[src/sv/pulse_timed_frame_transmitter_unit_defines.svh]
// assertion macros for the file that checks itself
`ifndef PULSE_TIMED_FRAME_TRANSMITTER_UNIT_DEFINES_SVH
`define PULSE_TIMED_FRAME_TRANSMITTER_UNIT_DEFINES_SVH

// same-cycle implication, checked outside reset
`define PTFT_ASSERT_NOW(label, clk, rst, ante, cons, msg) \
  label: assert property (@(posedge clk) disable iff (rst) (ante) |-> (cons)) \
    else $error(msg);

// next-cycle implication, checked outside reset
`define PTFT_ASSERT_NEXT(label, clk, rst, ante, cons, msg) \
  label: assert property (@(posedge clk) disable iff (rst) (ante) |=> (cons)) \
    else $error(msg);

`endif

[src/sv/ptft_pkg.sv]
package ptft_pkg;

  localparam int FRAME_BITS = 32;
  localparam int CFG_DATA_W = 16;
  localparam int CFG_IDX_W  = 3;
  localparam int BITPOS_W   = $clog2(FRAME_BITS + 1);

  localparam logic [CFG_IDX_W-1:0] REG_UNIT_ID     = 3'd0;
  localparam logic [CFG_IDX_W-1:0] REG_MODULE_CODE = 3'd1;
  localparam logic [CFG_IDX_W-1:0] REG_LOCK_GAP    = 3'd2;
  localparam logic [CFG_IDX_W-1:0] REG_SHORT_GAP   = 3'd3;
  localparam logic [CFG_IDX_W-1:0] REG_LONG_GAP    = 3'd4;
  localparam logic [CFG_IDX_W-1:0] REG_PULSE_UP    = 3'd5;

  localparam logic [15:0] RST_UNIT_ID     = 16'd66;
  localparam logic [7:0]  RST_MODULE_CODE = 8'd9;
  localparam logic [15:0] RST_LOCK_GAP    = 16'd2750;
  localparam logic [15:0] RST_SHORT_GAP   = 16'd275;
  localparam logic [15:0] RST_LONG_GAP    = 16'd1225;
  localparam logic [15:0] RST_PULSE_UP    = 16'd275;

  localparam logic       KIND_TICK    = 1'b0;
  localparam logic       KIND_COMMAND = 1'b1;
  localparam logic [7:0] CMD_MIN      = 8'd1;
  localparam logic [7:0] CMD_MAX      = 8'd6;

  typedef enum logic [1:0] {
    STATUS_NONE    = 2'd0,
    STATUS_STARTED = 2'd1,
    STATUS_INVALID = 2'd2,
    STATUS_BUSY    = 2'd3
  } status_t;

  typedef enum logic [2:0] {
    PH_IDLE       = 3'd0,
    PH_LOCK_HIGH  = 3'd1,
    PH_LOCK_LOW   = 3'd2,
    PH_BIT_HIGH   = 3'd3,
    PH_BIT_LOW    = 3'd4,
    PH_FINAL_HIGH = 3'd5
  } phase_t;

  typedef struct packed {
    logic       is_cmd;
    logic       cmd_ok;
    logic [7:0] cmd;
  } queue_entry_t;

  typedef struct packed {
    logic valid;
    logic pop;
  } queue_ctrl_t;

endpackage

[src/sv/ptft_in_if.sv]
interface ptft_in_if;
  logic       valid;
  logic       ready;
  logic       func;
  logic [7:0] command_byte;

  modport source(output valid, output func, output command_byte, input ready);
  modport sink(input valid, input func, input command_byte, output ready);
endinterface

[src/sv/ptft_out_if.sv]
interface ptft_out_if;
  logic       valid;
  logic       ready;
  logic       line_level;
  logic       busy_res;
  logic [1:0] status;

  modport source(output valid, output line_level, output busy_res, output status,
                 input ready);
  modport sink(input valid, input line_level, input busy_res, input status,
               output ready);
endinterface

[src/sv/ptft_front.sv]
module ptft_front (
  input  logic                   clk,
  input  logic                   rst,
  ptft_in_if.sink                in_ch,
  output ptft_pkg::queue_entry_t head,
  input  logic                   pop,
  output logic                   head_valid,
  output logic [1:0]             fill
);

  ptft_pkg::queue_entry_t slot [2];
  ptft_pkg::queue_entry_t entry;
  logic [1:0] count;
  logic       wr_ptr;
  logic       rd_ptr;
  logic       push;

  // classify the incoming word
  always_comb begin
    entry.is_cmd = (in_ch.func == ptft_pkg::KIND_COMMAND);
    entry.cmd_ok = (in_ch.command_byte >= ptft_pkg::CMD_MIN) &&
                   (in_ch.command_byte <= ptft_pkg::CMD_MAX);
    entry.cmd    = in_ch.command_byte;
  end

  assign in_ch.ready = (count != 2'd2);
  assign push        = in_ch.valid && in_ch.ready;
  assign head_valid  = (count != 2'd0);
  assign head        = slot[rd_ptr];
  assign fill        = count;

  always_ff @(posedge clk) begin
    if (rst) begin
      count  <= 2'd0;
      wr_ptr <= 1'b0;
      rd_ptr <= 1'b0;
    end else begin
      if (push) begin
        wr_ptr <= ~wr_ptr;
      end
      if (pop) begin
        rd_ptr <= ~rd_ptr;
      end
      count <= 2'(count + {1'b0, push} - {1'b0, pop});
    end
  end

  always_ff @(posedge clk) begin
    if (push) begin
      slot[wr_ptr] <= entry;
    end
  end

endmodule

[src/sv/ptft_back.sv]
module ptft_back (
  input  logic                                 clk,
  input  logic                                 rst,
  input  logic                                 cfg_we,
  input  logic [ptft_pkg::CFG_IDX_W-1:0]       cfg_index,
  input  logic [ptft_pkg::CFG_DATA_W-1:0]      cfg_data,
  input  ptft_pkg::queue_entry_t               head,
  input  logic                                 head_valid,
  output ptft_pkg::queue_ctrl_t                qctl,
  ptft_out_if.source                           out_ch
);

  logic [15:0] unit_id;
  logic [7:0]  module_code;
  logic [15:0] lock_gap_time;
  logic [15:0] short_gap_time;
  logic [15:0] long_gap_time;
  logic [15:0] pulse_up_time;

  ptft_pkg::phase_t phase, phase_next;
  logic [15:0] tick_count, tick_count_next;
  logic [ptft_pkg::FRAME_BITS-1:0] frame_bits, frame_bits_next;
  logic [ptft_pkg::BITPOS_W-1:0] bit_position, bit_position_next;
  logic second_half, second_half_next;
  logic line_out, line_out_next;
  ptft_pkg::status_t status_next;

  logic        take;
  logic [15:0] seg_len;
  logic [15:0] tick_inc;
  logic        seg_end;
  logic [ptft_pkg::BITPOS_W-1:0] pos_inc;

  assign take       = head_valid && (!out_ch.valid || out_ch.ready);
  assign qctl.valid = head_valid;
  assign qctl.pop   = take;

  always_ff @(posedge clk) begin
    if (rst) begin
      unit_id        <= ptft_pkg::RST_UNIT_ID;
      module_code    <= ptft_pkg::RST_MODULE_CODE;
      lock_gap_time  <= ptft_pkg::RST_LOCK_GAP;
      short_gap_time <= ptft_pkg::RST_SHORT_GAP;
      long_gap_time  <= ptft_pkg::RST_LONG_GAP;
      pulse_up_time  <= ptft_pkg::RST_PULSE_UP;
    end else if (cfg_we) begin
      unique case (cfg_index)
        ptft_pkg::REG_UNIT_ID:     unit_id        <= cfg_data;
        ptft_pkg::REG_MODULE_CODE: module_code    <= cfg_data[7:0];
        ptft_pkg::REG_LOCK_GAP:    lock_gap_time  <= cfg_data;
        ptft_pkg::REG_SHORT_GAP:   short_gap_time <= cfg_data;
        ptft_pkg::REG_LONG_GAP:    long_gap_time  <= cfg_data;
        ptft_pkg::REG_PULSE_UP:    pulse_up_time  <= cfg_data;
        default: ;
      endcase
    end
  end

  // the frame shifts left as bits go out, so the current bit is the msb
  always_comb begin
    unique case (phase)
      ptft_pkg::PH_LOCK_HIGH,
      ptft_pkg::PH_BIT_HIGH,
      ptft_pkg::PH_FINAL_HIGH: seg_len = pulse_up_time;
      ptft_pkg::PH_LOCK_LOW:   seg_len = lock_gap_time;
      ptft_pkg::PH_BIT_LOW:
        seg_len = (frame_bits[ptft_pkg::FRAME_BITS-1] ^ second_half) ?
                  short_gap_time : long_gap_time;
      default: seg_len = 16'd0;
    endcase
  end

  assign tick_inc = tick_count + 16'd1;
  assign seg_end  = (tick_inc == 16'd0) || (tick_inc >= seg_len);
  assign pos_inc  = bit_position + ptft_pkg::BITPOS_W'(1);

  // next state
  always_comb begin
    phase_next        = phase;
    tick_count_next   = tick_count;
    frame_bits_next   = frame_bits;
    bit_position_next = bit_position;
    second_half_next  = second_half;
    line_out_next     = line_out;
    if (take) begin
      if (head.is_cmd) begin
        if (phase == ptft_pkg::PH_IDLE && head.cmd_ok) begin
          frame_bits_next   = {unit_id, module_code, head.cmd};
          phase_next        = ptft_pkg::PH_LOCK_HIGH;
          tick_count_next   = 16'd0;
          bit_position_next = '0;
          second_half_next  = 1'b0;
          line_out_next     = 1'b1;
        end
      end else if (phase != ptft_pkg::PH_IDLE) begin
        tick_count_next = tick_inc;
        if (seg_end) begin
          tick_count_next = 16'd0;
          unique case (phase)
            ptft_pkg::PH_LOCK_HIGH: begin
              phase_next    = ptft_pkg::PH_LOCK_LOW;
              line_out_next = 1'b0;
            end
            ptft_pkg::PH_LOCK_LOW: begin
              phase_next    = ptft_pkg::PH_BIT_HIGH;
              line_out_next = 1'b1;
            end
            ptft_pkg::PH_BIT_HIGH: begin
              phase_next    = ptft_pkg::PH_BIT_LOW;
              line_out_next = 1'b0;
            end
            ptft_pkg::PH_BIT_LOW: begin
              line_out_next = 1'b1;
              if (!second_half) begin
                second_half_next = 1'b1;
                phase_next       = ptft_pkg::PH_BIT_HIGH;
              end else begin
                second_half_next  = 1'b0;
                bit_position_next = pos_inc;
                frame_bits_next   = {frame_bits[ptft_pkg::FRAME_BITS-2:0], 1'b0};
                phase_next = (pos_inc >= ptft_pkg::BITPOS_W'(ptft_pkg::FRAME_BITS)) ?
                             ptft_pkg::PH_FINAL_HIGH : ptft_pkg::PH_BIT_HIGH;
              end
            end
            default: begin
              phase_next    = ptft_pkg::PH_IDLE;
              line_out_next = 1'b0;
            end
          endcase
        end
      end
    end
  end

  // result status
  always_comb begin
    status_next = ptft_pkg::STATUS_NONE;
    if (head.is_cmd) begin
      priority if (phase != ptft_pkg::PH_IDLE) begin
        status_next = ptft_pkg::STATUS_BUSY;
      end else if (!head.cmd_ok) begin
        status_next = ptft_pkg::STATUS_INVALID;
      end else begin
        status_next = ptft_pkg::STATUS_STARTED;
      end
    end
  end

  always_ff @(posedge clk) begin
    if (rst) begin
      phase        <= ptft_pkg::PH_IDLE;
      tick_count   <= 16'd0;
      frame_bits   <= '0;
      bit_position <= '0;
      second_half  <= 1'b0;
      line_out     <= 1'b0;
      out_ch.valid <= 1'b0;
    end else begin
      phase        <= phase_next;
      tick_count   <= tick_count_next;
      frame_bits   <= frame_bits_next;
      bit_position <= bit_position_next;
      second_half  <= second_half_next;
      line_out     <= line_out_next;
      if (take) begin
        out_ch.valid <= 1'b1;
      end else if (out_ch.ready) begin
        out_ch.valid <= 1'b0;
      end
    end
  end

  always_ff @(posedge clk) begin
    if (take) begin
      out_ch.line_level <= line_out_next;
      out_ch.busy_res   <= (phase_next != ptft_pkg::PH_IDLE);
      out_ch.status     <= status_next;
    end
  end

endmodule

[src/sv/pulse_timed_frame_transmitter_unit.sv]
// channel   dir  word
// in_ch     in   func, command_byte
// out_ch    out  line_level, busy_res, status
// cfg       in   cfg_we, cfg_index, cfg_data
//
// one word per cycle in and out while out_ch is not stalled; a result is registered
// when its word is taken from the head of the two-entry queue, set by the single state update
// reset clears the queue, the output valid flag and the frame state; config
// registers return to their defaults, no clearing pass
// a stalled output holds the back end; the queue then fills and in_ch.ready drops
`include "pulse_timed_frame_transmitter_unit_defines.svh"

module pulse_timed_frame_transmitter_unit (
  input  logic                            clk,
  input  logic                            rst,
  ptft_in_if.sink                         in_ch,
  ptft_out_if.source                      out_ch,
  input  logic                            cfg_we,
  input  logic [ptft_pkg::CFG_IDX_W-1:0]  cfg_index,
  input  logic [ptft_pkg::CFG_DATA_W-1:0] cfg_data
);

  ptft_pkg::queue_entry_t head;
  ptft_pkg::queue_ctrl_t  qctl;
  logic                   head_valid;
  logic [1:0]             fill;

  ptft_front u_front (
    .clk        (clk),
    .rst        (rst),
    .in_ch      (in_ch),
    .head       (head),
    .pop        (qctl.pop),
    .head_valid (head_valid),
    .fill       (fill)
  );

  ptft_back u_back (
    .clk        (clk),
    .rst        (rst),
    .cfg_we     (cfg_we),
    .cfg_index  (cfg_index),
    .cfg_data   (cfg_data),
    .head       (head),
    .head_valid (head_valid),
    .qctl       (qctl),
    .out_ch     (out_ch)
  );

  `PTFT_ASSERT_NOW(a_pop_needs_word, clk, rst, qctl.pop, qctl.valid, "pop from empty queue")
  `PTFT_ASSERT_NEXT(a_full_stalls_input, clk, rst, fill == 2'd2 && !qctl.pop, !in_ch.ready, "queue overrun")
  `PTFT_ASSERT_NOW(a_high_only_busy, clk, rst, out_ch.valid && out_ch.line_level, out_ch.busy_res, "line high while idle")
  `PTFT_ASSERT_NOW(a_start_goes_high, clk, rst, out_ch.valid && out_ch.status == ptft_pkg::STATUS_STARTED, out_ch.line_level && out_ch.busy_res, "frame start without high line")

endmodule
[src/flat_wrapper.sv]
// flat-port wrapper written by rule: the top's interface ports become plain ports
module pulse_timed_frame_transmitter_unit_flat 
  (clk, rst, cfg_we, cfg_index, cfg_data, in_ch_valid, in_ch_func, in_ch_command_byte, in_ch_ready, out_ch_valid, out_ch_line_level, out_ch_busy_res, out_ch_status, out_ch_ready);
  ptft_in_if in_ch_i ();
  ptft_out_if out_ch_i ();
  input  logic clk;
  input  logic rst;
  input  logic cfg_we;
  input  logic [ptft_pkg::CFG_IDX_W-1:0] cfg_index;
  input  logic [ptft_pkg::CFG_DATA_W-1:0] cfg_data;
  input wire logic [$bits(in_ch_i.valid)-1:0] in_ch_valid;
  input wire logic [$bits(in_ch_i.func)-1:0] in_ch_func;
  input wire logic [$bits(in_ch_i.command_byte)-1:0] in_ch_command_byte;
  output wire logic [$bits(in_ch_i.ready)-1:0] in_ch_ready;
  output wire logic [$bits(out_ch_i.valid)-1:0] out_ch_valid;
  output wire logic [$bits(out_ch_i.line_level)-1:0] out_ch_line_level;
  output wire logic [$bits(out_ch_i.busy_res)-1:0] out_ch_busy_res;
  output wire logic [$bits(out_ch_i.status)-1:0] out_ch_status;
  input wire logic [$bits(out_ch_i.ready)-1:0] out_ch_ready;
  assign in_ch_i.valid = in_ch_valid;
  assign in_ch_i.func = in_ch_func;
  assign in_ch_i.command_byte = in_ch_command_byte;
  assign in_ch_ready = in_ch_i.ready;
  assign out_ch_valid = out_ch_i.valid;
  assign out_ch_line_level = out_ch_i.line_level;
  assign out_ch_busy_res = out_ch_i.busy_res;
  assign out_ch_status = out_ch_i.status;
  assign out_ch_i.ready = out_ch_ready;
  pulse_timed_frame_transmitter_unit u_core (.clk(clk), .rst(rst), .in_ch(in_ch_i), .out_ch(out_ch_i), .cfg_we(cfg_we), .cfg_index(cfg_index), .cfg_data(cfg_data));
endmodule
[config.mk]
export PLATFORM = sky130hd
export DESIGN_NAME = pulse_timed_frame_transmitter_unit_flat
export DESIGN_NICKNAME = d
export VERILOG_FILES = /design/src/sv/ptft_pkg.sv /design/src/sv/ptft_in_if.sv /design/src/sv/ptft_out_if.sv /design/src/sv/ptft_front.sv /design/src/sv/ptft_back.sv /design/src/sv/pulse_timed_frame_transmitter_unit.sv /design/src/flat_wrapper.sv
export VERILOG_INCLUDE_DIRS = /design/src /design/src/sv
export SDC_FILE = /design/constraint.sdc
export NUM_CORES = 1
export LEC_CHECK = 0
export ABC_AREA = 1
export BUFFER_PORTS_ARGS = -buffer_cell sky130_fd_sc_hd__buf_2
export CAP_MARGIN = 20
export CORE_MARGIN = 4
export CORE_UTILIZATION = 25
export DETAILED_ROUTE_END_ITERATION = 6
export PLACE_DENSITY = 0.38
export SETUP_SLACK_MARGIN = 0.05
export SLEW_MARGIN = 20
export SYNTH_ARGS = -nofsm -noshare
export SYNTH_HDL_FRONTEND = slang
export SYNTH_HIERARCHICAL = 1
export SYNTH_SLANG_ARGS = --single-unit
[constraint.sdc]
create_clock -name clk -period 4.6 [get_ports clk]
set_input_delay 0.46 -clock clk [delete_from_list [all_inputs] [get_ports clk]]
set_output_delay 0.46 -clock clk [all_outputs]
set_load 0.02 [all_outputs]
After elaboration in Yosys (flattened, before gate mapping)

Memory sizes are Yosys's and may differ from the RTL's. A register that Yosys moved wholly into a read port is not among the register bits.
Index checks and enable logic that the tools add are counted.

Register bits: 156
Bits in latches: 0
RAM bits: 20
Memory bits (read-only): 0
Output and inout port bits: 6
Logic and storage cells: 118
Memories kept: 1

Add/sub/neg operators: 4
Multipliers: 0
Div/mod/pow operators: 0
Order comparisons: 4
Eq/ne operators: 12
Shifts and indexed selects: 0
Muxes and demuxes: 46
Bitwise gates (word level): 3
Reduce and logical (&&, ||, !) cells: 29

Memories:

| memory              | words | bits a word | rd ports | clocked after Yosys merged registers in | write ports | RTL line         | RTL |
|---|---|---|---|---|---|---|---|
| u_core.u_front.slot | 2     | 10          | 1        | 1                                       | 1           | ptft_front.sv:11 | `ptft_pkg::queue_entry_t slot [2];` |

Operator list:

| operator              | count |
|---|---|
| $mux 32               | 6 |
| $mux 16               | 5 |
| $pmux 16 s3           | 1 |
| $mux 6                | 6 |
| $mux 3                | 7 |
| $mux 1                | 18 |
| $add 16x1->16 const B | 1 |
| $ge 16x16->1          | 1 |
| $logic_not 16->1      | 1 |
| $eq 3x2->1 const B    | 4 |
| $eq 3x3->1 const B    | 4 |
| $pmux 3 s4            | 1 |
| $reduce_and 2->1      | 6 |
| $reduce_bool 2->1     | 6 |
| $ge 8x1->1 const B    | 1 |
| $le 8x3->1 const B    | 1 |
| $add 6x1->6 const B   | 1 |
| $eq 3x1->1 const B    | 2 |
| $ge 6x6->1 const B    | 1 |
| $logic_not 3->1       | 2 |
| $reduce_and 6->1      | 1 |
| $reduce_bool 3->1     | 2 |
| $reduce_and 5->1      | 1 |
| $logic_and 1x1->1     | 4 |
| other kinds (11)      | 15 |

Longest topological paths before layout

Gate-level depths: netlist of run 1.

Depth after elaboration: 10
Depth in mapped cells: 23
Mapped depth without buffers: 22

Hierarchy

Netlist of run 1, hierarchy kept.

By module, submodules not included:

| module     | instances | cells an instance | area each (um^2) | sequential area each (um^2) |
|---|---|---|---|---|
| ptft_back  | 1         | 1087              | 7345.8           | 3083.0 |
| ptft_front | 1         | 73                | 1031.0           | 700.7 |

Least setup slack after synthesis of run 1

Ideal clock, no wire load.

Path type: register to register
Start point: register u_core.u_back.phase[1]
End point: register u_core.u_back.out_ch.busy_res, data pin
Library setup time: 0.257 ns
Data arrival time: 2.848 ns
Required time: 4.343 ns
Setup slack: 1.495 ns
Cell stages (with the launch flop): 17
Clock period less this slack: 3.105 ns
Cells stage by stage: dfxtp_1 -> inv_1 -> nor3_1 -> clkbuf_1 -> a221o_1 -> inv_1 -> ha_1 -> nand2_1 -> nor2_1 -> nor3b_1 -> and3_1 -> nor2_1 -> nand2_1 -> nand2_1 -> nand2_1 -> a21oi_1 -> nand2_1

Cells in the longest elaborated chain, start to end: 10

Ends and longest elaborated chain:

| what                               | RTL line                         | RTL |
|---|---|---|
| start, declared                    | ptft_back.sv:20                  | `ptft_pkg::phase_t phase, phase_next;` |
| start signal, assigned             | ptft_back.sv:151                 | `phase <= ptft_pkg::PH_IDLE;` |
| start signal, assigned             | ptft_back.sv:159                 | `phase <= phase_next;` |
| $eq 3x2->1 (tied with other cells) | ptft_back.sv:61, ptft_back.sv:99 |  |
| $reduce_or 3->1                    | ptft_back.sv:61                  | `unique case (phase)` |
| $pmux 16 s3                        | ptft_back.sv:61                  |  |
| $ge 16x16->1                       | ptft_back.sv:74                  | `assign seg_end = (tick_inc == 16'd0) \|\| (tick_inc >= seg_len);` |
| $logic_or 1x1->1                   | ptft_back.sv:74                  |  |
| $mux 3                             | ptft_back.sv:97                  | `if (seg_end) begin` |
| $mux 3                             | ptft_back.sv:95                  | `end else if (phase != ptft_pkg::PH_IDLE) begin` |
| $mux 3                             | ptft_back.sv:86                  | `if (head.is_cmd) begin` |
| $mux 3 *                           | ptft_back.sv:85                  | `if (take) begin` |
| $reduce_bool 3->1 *                | ptft_back.sv:176                 | `out_ch.busy_res <= (phase_next != ptft_pkg::PH_IDLE);` |
| end signal, assigned               | ptft_back.sv:176                 |  |
| end, declared                      | ptft_out_if.sv:8                 | `modport source(output valid, output line_level, output busy_res, output status,` |

Every way passes the cells marked *; elsewhere a longest branch is shown, timed or not.
A chain may end at the register's enable or synchronous reset.

Worst setup path in the final report of run 1

Start point: register u_core.u_back.second_half
End point: register u_core/u_back/bit_position[5] in the netlist's numbering

Cells in the longest elaborated chain, start to end: 7

Ends and longest elaborated chain:

| what                                | RTL line         | RTL |
|---|---|---|
| start, declared                     | ptft_back.sv:24  | `logic second_half, second_half_next;` |
| start signal, assigned              | ptft_back.sv:163 | `second_half <= second_half_next;` |
| $xor 1x1->1                         | ptft_back.sv:67  | `seg_len = (frame_bits[ptft_pkg::FRAME_BITS-1] ^ second_half) ?` |
| $mux 16                             | ptft_back.sv:67  |  |
| $pmux 16 s3                         | ptft_back.sv:61  |  |
| $ge 16x16->1                        | ptft_back.sv:74  |  |
| $logic_or 1x1->1                    | ptft_back.sv:74  |  |
| $reduce_bool 2->1 (no source line)  | -                |  |
| $reduce_and 6->1 (no source line) * | -                |  |
| end signal, assigned                | ptft_back.sv:162 | `bit_position <= bit_position_next;` |
| end, declared                       | ptft_back.sv:23  | `logic [ptft_pkg::BITPOS_W-1:0] bit_position, bit_position_next;` |

Marked as above.

==> results of run 1 <==
==> critical path, cell delays in order (launching register included) <==
cell	delay, ns
dfxtp_1	0.36
xor2_2	0.18
buf_4	0.23
o21ai_0	0.26
a21oi_1	0.07
a221o_1	0.28
inv_1	0.10
ha_1	0.24
a21oi_1	0.15
o21ai_0	0.10
a21oi_1	0.21
nand2_1	0.08
nor2_1	0.40
nand3_4	0.19
nand3_4	0.29
buf_12	0.26
nand2_1	0.07
nand2_1	0.06
nor2_1	0.04
==> final cells by class <==
type	instances	share of cell area, %
clock buffer	18	4.47
clock inverter	14	1.63
inverter	126	4.94
multi-input combinational	804	40.6
sequential	177	39.4
tap	442	5.76
timing repair buffer	52	3.21
==> cells in the final DEF (no fill, tap or decap), drive strengths merged, types with 20 or more instances in the layout <==
cell and count:
nand2 263, nor2 221, dfxtp 153, inv 129, o21ai 124, a21oi 70, buf 52, nand3 45
edfxtp 24, ha 20
==> state kept, by name, indices dropped and copies added (netlist names), 2 cells and up, named ones only <==
name,count
u_core/u_back/pulse_up_time,16
u_core/u_back/phase,3
u_core/u_back/frame_bits,32
u_core/u_front/slot,20
u_core/u_back/module_code,8
u_core/u_back/unit_id,16
u_core/u_back/long_gap_time,16
u_core/u_back/short_gap_time,16
u_core/u_back/tick_count,16
u_core/u_back/lock_gap_time,16
u_core/u_back/bit_position,6
u_core/u_front/fill,2
u_core/u_back/out_ch.status,2
==> per-layer routing <==
metal	share of wire (%)	vias up	GRT usage (%)
met1	50	3272	17.5
met3	1.8	13	2.43
met2	48	52	22.3
met5	0	-	0
met4	0.81	0	2.65
li1	-	3762	-
==> stage by stage <==
step           setup slack [ns]  util (%)
5_1_grt                   0.388      29.3
6_report                  0.885      29.3
3_3_place_gp              0.935      27.5
4_1_cts                   0.844      29.3
2_1_floorplan              1.49         -
3_5_place_dp              0.859      27.5
==> final timing paths <==
path,start,cells past startpoint,slack [ns],endpoint
worst max-delay path,u_core/u_back/second_half,18,0.89,u_core/u_back/bit_position[5]
worst min-delay path,in_ch_command_byte[7],1,0.23,u_core/u_front/slot[1][7]
worst max register to register,u_core/u_back/second_half,18,0.89,u_core/u_back/bit_position[5]
worst min register to register,u_core/u_back/long_gap_time[6],2,0.45,u_core/u_back/long_gap_time[6]
==> where the power goes <==
group          leakage, nW  switching (mW)  internal [mW]
Clock                0.279           0.664          0.811
Sequential            1.47          0.0699           1.74
Combinational         2.58           0.748          0.366
Total                 4.33            1.48           2.91
==> flow_summary.json, run 1 <==
{
  "holdCritPathClass": "in2reg",
  "numCtsBuffers": 17,
  "fmax_mhz": 269,
  "power_mw": 4.39,
  "max_cap_viol_count": 0,
  "clock-root-buffer": "clkbuf_16",
  "cts_tree": "yes",
  "cellPowerDensity_nw_per_um2": 458,
  "p_leak_nw": 4.33,
  "syn2layout_area_growth_pct": 14.7,
  "multi_input_area_sq_um": 3890,
  "gp_congestion": 0.760,
  "path_class": "reg2reg",
  "fin_crit_ns": 3.71,
  "stdcell_area_sq_um": 9600,
  "overflow": 0,
  "cts.clk_slew.worst_paths_ns": 0.08,
  "insertion_delay_ns": 0.43,
  "fin_skew_ns": 0.0145,
  "nNetsFinal": 1231,
  "crit_fanout": 42,
  "first_iter_violations": 380,
  "postCtsSetupRepairBufs": 0,
  "grt_pass1_wl_mm": 37.9,
  "seqCellArea_sq_um": 3780,
  "slew_violations": 0,
  "post_dp_cell_area_sq_um": 9010,
  "dieArea_sq_um": 36500,
  "cts_resized": 0,
  "final_layout_size_suffix_gt1_share_pct": 9.40,
  "fin_setup_tns_ns": 0,
  "pin_count": 39,
  "syn_area_sq_um": 8370,
  "nFillCells": 3637,
  "status": "completed",
  "setup_viol": 0,
  "syn-num-nets": 1212,
  "slew_headroom_pct": 36.4,
  "instances_no_fill": 1633,
  "cts.path.max_buffers": 2,
  "worstPathRequired_ns": 4.90,
  "wl_mm": 23.1,
  "routedWlPerCell_microns": 14.2,
  "worst_slew_pin_slew_ns": 0.954,
  "antenna_found_initial": 0,
  "crit_path_end_kind": "flip-flop",
  "die_w_microns": 191,
  "hold_slack_ns": 0.229,
  "grt_max_degree": 68,
  "worstPathArrival_ns": 4.02,
  "syn_area_per_cell_sq_um": 7.22,
  "fin_crit_sh_pct": 80.8,
  "ys_warn_count": 6,
  "drcViolationCount": 0,
  "worst_ir_drop_vdd_uv": 256,
  "initial_core_util_pct": 25.5,
  "dp_cells": 1601,
  "cts_hold_buffers": 0,
  "firstDrtPassIters": 4,
  "ant_nets": 0,
  "rsz0062_at_grt": "false",
  "synthCells": 1159,
  "grt_use_total_pct": 13.1,
  "cts.sinks": 177,
  "num_antenna_cells": 0,
  "num_rows": 66,
  "die_h_microns": 191,
  "core_area_sq_um": 32800,
  "hpwl_mm": 15.6,
  "port_buffers": 38,
  "crit_path_start_kind": "flip-flop",
  "htree_levels": 4,
  "dr_total_vias": 7099,
  "grt_pass1_vias": 6984,
  "viasPerCell": 4.35,
  "hold_viol": 0
}
(Power assumes the default switching activity.)
==> run 2, diff against run 1 <==
Settings changed: ABC_AREA 1 to 0.
Clock period 4.6 ns to 3.9 ns, I/O delays scaled along.
==> run 2 against run 1 <==
Synthesized cell count shrank 14%. Register-to-register slack lost 0.64 ns. Sequential power grew 20%. Count of clock-buffer cells in the layout grew 1. Maximum frequency grew 1.6%. Design area grew 2.2%. Largest cell class unchanged. Highest routed layer unchanged.
==> flow_summary.json, run 2 <==
{
  "setup_viol": 0,
  "syn-num-nets": 1051,
  "cts_tree": "yes",
  "slew_headroom_pct": 40.8,
  "drcViolationCount": 0,
  "syn_area_per_cell_sq_um": 8.24,
  "antenna_found_initial": 0,
  "insertion_delay_ns": 0.44,
  "fin_skew_ns": 0.0158,
  "path_class": "reg2reg",
  "top_register": "u_core/u_back/frame_bits",
  "port_buffers": 38,
  "cts_hold_buffers": 0,
  "nFillCells": 3505,
  "overflow": 0,
  "cts.path.max_buffers": 2,
  "p_leak_nw": 3.62,
  "fin_crit_ns": 3.66,
  "die_w_microns": 189,
  "cts.sinks": 177,
  "dp_cells": 1460,
  "fmax_mhz": 274,
  "crit_fanout": 39,
  "wl_mm": 25.1,
  "gp_congestion": 0.780,
  "holdCritPathClass": "in2reg",
  "highest_layer": "met4",
  "ant_nets": 0,
  "num_antenna_cells": 0,
  "ys_warn_count": 6,
  "cts.clk_slew.worst_paths_ns": 0.07,
  "worst_slew_pin_slew_ns": 0.885,
  "hold_viol": 0,
  "wl_met2_mm": 11.0,
  "slew_violations": 0,
  "wl_met1_mm": 13.1,
  "routedWlPerCell_microns": 16.8,
  "worstPathArrival_ns": 3.94,
  "die_h_microns": 189,
  "worst_ir_drop_vdd_uv": 298,
  "reg_top3": "u_core/u_back/frame_bits x32, u_core/u_front/slot x20",
  "core_area_sq_um": 32500,
  "crit_path_start_kind": "flip-flop",
  "htree_levels": 4,
  "clock-root-buffer": "clkbuf_16",
  "hpwl_mm": 16.6,
  "nNetsFinal": 1096,
  "syn_area_sq_um": 8220,
  "status": "completed",
  "grt_use_total_pct": 14.1,
  "dr_total_vias": 6936,
  "dieArea_sq_um": 35800,
  "worstPathRequired_ns": 4.18,
  "fin_setup_tns_ns": 0,
  "crit_path_end_kind": "flip-flop",
  "cellPowerDensity_nw_per_um2": 565,
  "first_iter_violations": 442,
  "firstDrtPassIters": 5,
  "largest_reg_flops": 32,
  "syn2layout_area_growth_pct": 19.3,
  "mostFrequentLayoutCells": "244 x nand2_1, 150 x dfxtp_1, 124 x a21oi_1, 84 x nor2_1, 50 x buf_4",
  "final_common_cell": "nand2_1",
  "num_rows": 66,
  "grt_pass1_wl_mm": 39.7,
  "rsz0062_at_grt": "false",
  "grt_pass1_vias": 6784,
  "grt_max_degree": 66,
  "instances_no_fill": 1497,
  "pin_count": 39,
  "max_cap_viol_count": 0,
  "synthCells": 998,
  "final_layout_size_suffix_gt1_share_pct": 16.1,
  "numCtsBuffers": 17,
  "viasPerCell": 4.63,
  "met3WireLength_microns": 805,
  "initial_core_util_pct": 25.3,
  "fin_crit_sh_pct": 93.7
}
-- run 2: critical path: stages, from the launching register on --
cell and delay (ns):
dfxtp_1 0.39, nand3_1 0.15, or4_4 0.56, xnor2_2 0.16
ha_1 0.34, a211oi_2 0.23, o211ai_1 0.10, and3_1 0.24
a2111oi_4 0.36, or2_4 0.20, buf_12 0.11, a311oi_4 0.08
buf_4 0.19, buf_12 0.18, nor2_1 0.13, a211oi_2 0.06
-- run 2: metal layers --
layer	GRT usage, %	vias up
li1	-	3536
met1	20.9	3287
met3	2.71	11
met4	3.42	0
met5	0	-
met2	21.3	102
-- run 2: what timing repair did --
item	4_1_cts	5_1_grt
pin swaps	0	6
setup endpoints to repair	55	56
setup buffers	0	6
resized for setup	3	17
-- run 2: where the power goes --
group	switching [mW]	total (mW)	internal, mW
clock	0.797	1.63	0.832
sequential	0.106	2.18	2.07
combinational	0.995	1.74	0.744
-- run 2: layout make-up --
type,instances,area (sq um),area share (%)
multi-input combinational,741,4200,42.8
sequential,177,3790,38.6
timing repair buffer,94,686,6.99
tap,442,553,5.64
clock buffer,19,433,4.41
clock inverter,12,101,1.03
inverter,12,45.0,0.459
-- run 2: metrics by stage --
step | hold slack (ns) | instance area [sq um] | worst slack (ns) | util, % | total power, mW
final | 0.153 | 9810 | 0.244 | 30.2 | 5.54
after global routing | 0.131 | 9810 | 0.0439 | 30.2 | 5.88
after CTS | 0.123 | 9670 | 0.0890 | 29.8 | 5.48
after detailed placement | 0.448 | 9130 | -0.116 | 28.1 | 3.79
after global placement | 0.444 | 9130 | 0.00403 | 28.1 | 3.78
after floorplan | 0.434 | 8240 | 0.158 | - | 3.23
-- run 2: final timing paths --
path	endpoint	depth (start not counted)	slack (ns)	startpoint
hold / removal	u_core/u_front/slot[1][5]	1	0.15	in_ch_command_byte[5]
hold reg to reg	u_core/u_back/unit_id[15]	2	0.46	u_core/u_back/unit_id[15]
setup / recovery	u_core/u_back/frame_bits[19]	15	0.24	u_core/u_back/tick_count[0]
setup reg to reg	u_core/u_back/frame_bits[19]	15	0.24	u_core/u_back/tick_count[0]
==> run 3, diff against run 2 <==
Settings changed: CELL_PAD_IN_SITES_DETAIL_PLACEMENT set to 1, CELL_PAD_IN_SITES_GLOBAL_PLACEMENT set to 2, PLACE_DENSITY 0.38 to 0.56.
==> run 3 against run 2 <==
Non-clock buffer count rose by 19. Global-route usage grew 0.78 points. Routed wire length increased by 6.5%. Combinational power increased by 3%. Setup slack better by 0.0011 ns. Via count grew 2.2%. Register-to-register slack is essentially flat. Largest power group unchanged.
==> flow_summary.json, run 3 (synthesized netlist as in run 2, its figures left out) <==
{
  "cts.clk_slew.worst_paths_ns": 0.07,
  "clock-root-buffer": "clkbuf_16",
  "cts.path.max_buffers": 2,
  "viasPerCell": 4.67,
  "die_w_microns": 189,
  "reg_top3": "u_core/u_back/frame_bits x32, u_core/u_front/slot x20",
  "overflow": 0,
  "cellPowerDensity_nw_per_um2": 570,
  "final_layout_size_suffix_gt1_share_pct": 18.8,
  "num_rows": 66,
  "grt_pass1_vias": 7118,
  "r2r_slack_ns": 0.25,
  "path_class": "reg2reg",
  "insertion_delay_ns": 0.44,
  "worstPathArrival_ns": 4.00,
  "core_area_sq_um": 32500,
  "p_leak_nw": 3.79,
  "fin_crit_ns": 3.65,
  "fmax_mhz": 274,
  "worst_slew_pin_slew_ns": 0.918,
  "fin_setup_tns_ns": 0,
  "dr_total_vias": 7089,
  "cts.sinks": 177,
  "ff2ff_path_depth": 15,
  "top_register": "u_core/u_back/frame_bits",
  "power_mw": 5.79,
  "pre_cts_slack_ns": -0.149,
  "crit_fanout": 14,
  "largest_reg_flops": 32,
  "htree_levels": 4,
  "rsz0062_at_grt": "true",
  "slew_headroom_pct": 38.6,
  "hp-start": "in_ch_func",
  "max_cap_viol_count": 0,
  "grt_max_degree": 48,
  "worstPathRequired_ns": 4.25,
  "instances_no_fill": 1517,
  "slew_violations": 0,
  "nFillCells": 3819,
  "mostFrequentLayoutCells": "243 x nand2_1, 148 x dfxtp_1, 122 x a21oi_1, 84 x nor2_1, 67 x buf_4",
  "hpwl_mm": 18.2,
  "routedWlPerCell_microns": 17.6,
  "pin_count": 39,
  "ant_nets": 0,
  "setup_viol": 0,
  "r2r_start": "u_core/u_back/tick_count[3]",
  "firstDrtPassIters": 4,
  "nNetsFinal": 1115,
  "initial_core_util_pct": 25.3,
  "crit_path_start_kind": "flip-flop",
  "worst_slack_ns": 0.245,
  "grt_use_total_pct": 14.9,
  "antenna_found_initial": 0,
  "crit_path_end_kind": "flip-flop",
  "final_common_cell": "nand2_1",
  "worst_ir_drop_vdd_uv": 339,
  "dp_cells": 1475,
  "fin_crit_sh_pct": 93.7,
  "holdCritPathClass": "in2reg",
  "wl_mm": 26.7,
  "fin_skew_ns": 0.0123,
  "die_h_microns": 189,
  "cts_tree": "yes",
  "num_antenna_cells": 0,
  "grt_pass1_wl_mm": 41.8,
  "syn2layout_area_growth_pct": 23.5,
  "numCtsBuffers": 17,
  "hold_path_depth": 1,
  "gp_congestion": 0.762,
  "hold_end": "u_core/u_front/slot[1][9]",
  "regToRegEndpoint": "u_core/u_back/frame_bits[31]",
  "first_iter_violations": 231,
  "hold_viol": 0,
  "status": "completed",
  "drcViolationCount": 0,
  "hold_slack_ns": 0.144,
  "port_buffers": 38,
  "dieArea_sq_um": 35800
}
[run 3: cell count changes in the layout (fill, tap and decap cells not counted), moves of 3 or more]
| cell | change |
|---|---|
| buf_12 | -3 |
| dfxtp_4 | +3 |
| clkinv_2 | +3 |
| nor3_1 | -3 |
| buf_4 | +17 |
| bufinv_16 | +3 |
[run 3: per-stage QoR]
stage	instance area [sq um]	utilization [%]
2_1_floorplan	8240	-
3_3_place_gp	9210	28.4
3_5_place_dp	9210	28.4
4_1_cts	9970	30.7
5_1_grt	10200	31.3
6_report	10200	31.3
[run 3: area by class of cell]
type / count / area (sq um) / area share, %
multi-input cells: 741 / 4280 / 42.2
inverters: 12 / 45.0 / 0.444
well taps: 442 / 553 / 5.45
clock buffers: 17 / 425 / 4.19
repair buffers: 113 / 870 / 8.57
clock inverters: 15 / 181 / 1.79
flip-flops and latches: 177 / 3800 / 37.4
[run 3: report_power, final]
group          switching [mW]  leakage [nW]  internal (mW)
sequential             0.0971          1.47           2.07
combinational            1.02          2.02          0.781
clock                   0.801         0.300           1.02
total                    1.92          3.79           3.87
[run 3: critical path, cell delays in order (launching register included)]
cell and delay, ns:
dfxtp_1 0.34, nand2_1 0.10, or4_4 0.60, xnor2_4 0.24
ha_1 0.31, a211oi_2 0.23, o211ai_1 0.12, and3_4 0.18
a2111oi_4 0.31, buf_4 0.16, or2_4 0.15, buf_4 0.13
a311oi_4 0.09, buf_12 0.19, clkbuf_16 0.18, a211oi_1 0.21
[run 3: per-layer routing]
| metal | track usage, % | part of all wire, % | up-vias |
|---|---|---|---|
| met4 | 4.15 | 1.2 | 0 |
| met1 | 21.6 | 52 | 3415 |
| met2 | 23.1 | 44 | 73 |
| li1 | - | - | 3581 |
| met5 | 0 | 0 | - |
| met3 | 2.40 | 2.3 | 20 |
[run 3: worst max path at each step]
| stage | startpoint | endpoint | slack [ns] |
|---|---|---|---|
| 5_1_grt | u_core/u_back/second_half | u_core/u_back/out_ch.busy_res | 0.01 |
| 2_1_floorplan | u_core/u_back/phase[1] | u_core/u_back/out_ch.busy_res | 0.16 |
| 3_5_place_dp | u_core/u_back/tick_count[0] | u_core/u_back/out_ch.busy_res | -0.15 |
| 6_report | u_core/u_back/tick_count[3] | u_core/u_back/frame_bits[31] | 0.25 |
| 4_1_cts | u_core/u_back/tick_count[1] | u_core/u_back/frame_bits[8] | 0.05 |
| 3_3_place_gp | u_core/u_back/tick_count[0] | u_core/u_back/out_ch.busy_res | -0.23 |
[run 3: repair_timing]
action / 4_1_cts / 5_1_grt
hold buffers: 0 / 0
pin swaps: 5 / 9
cloned: 1 / 3
buffers inserted: 2 / 4
endpoints found under the setup margin: 61 / 58
gates resized for setup: 21 / 20
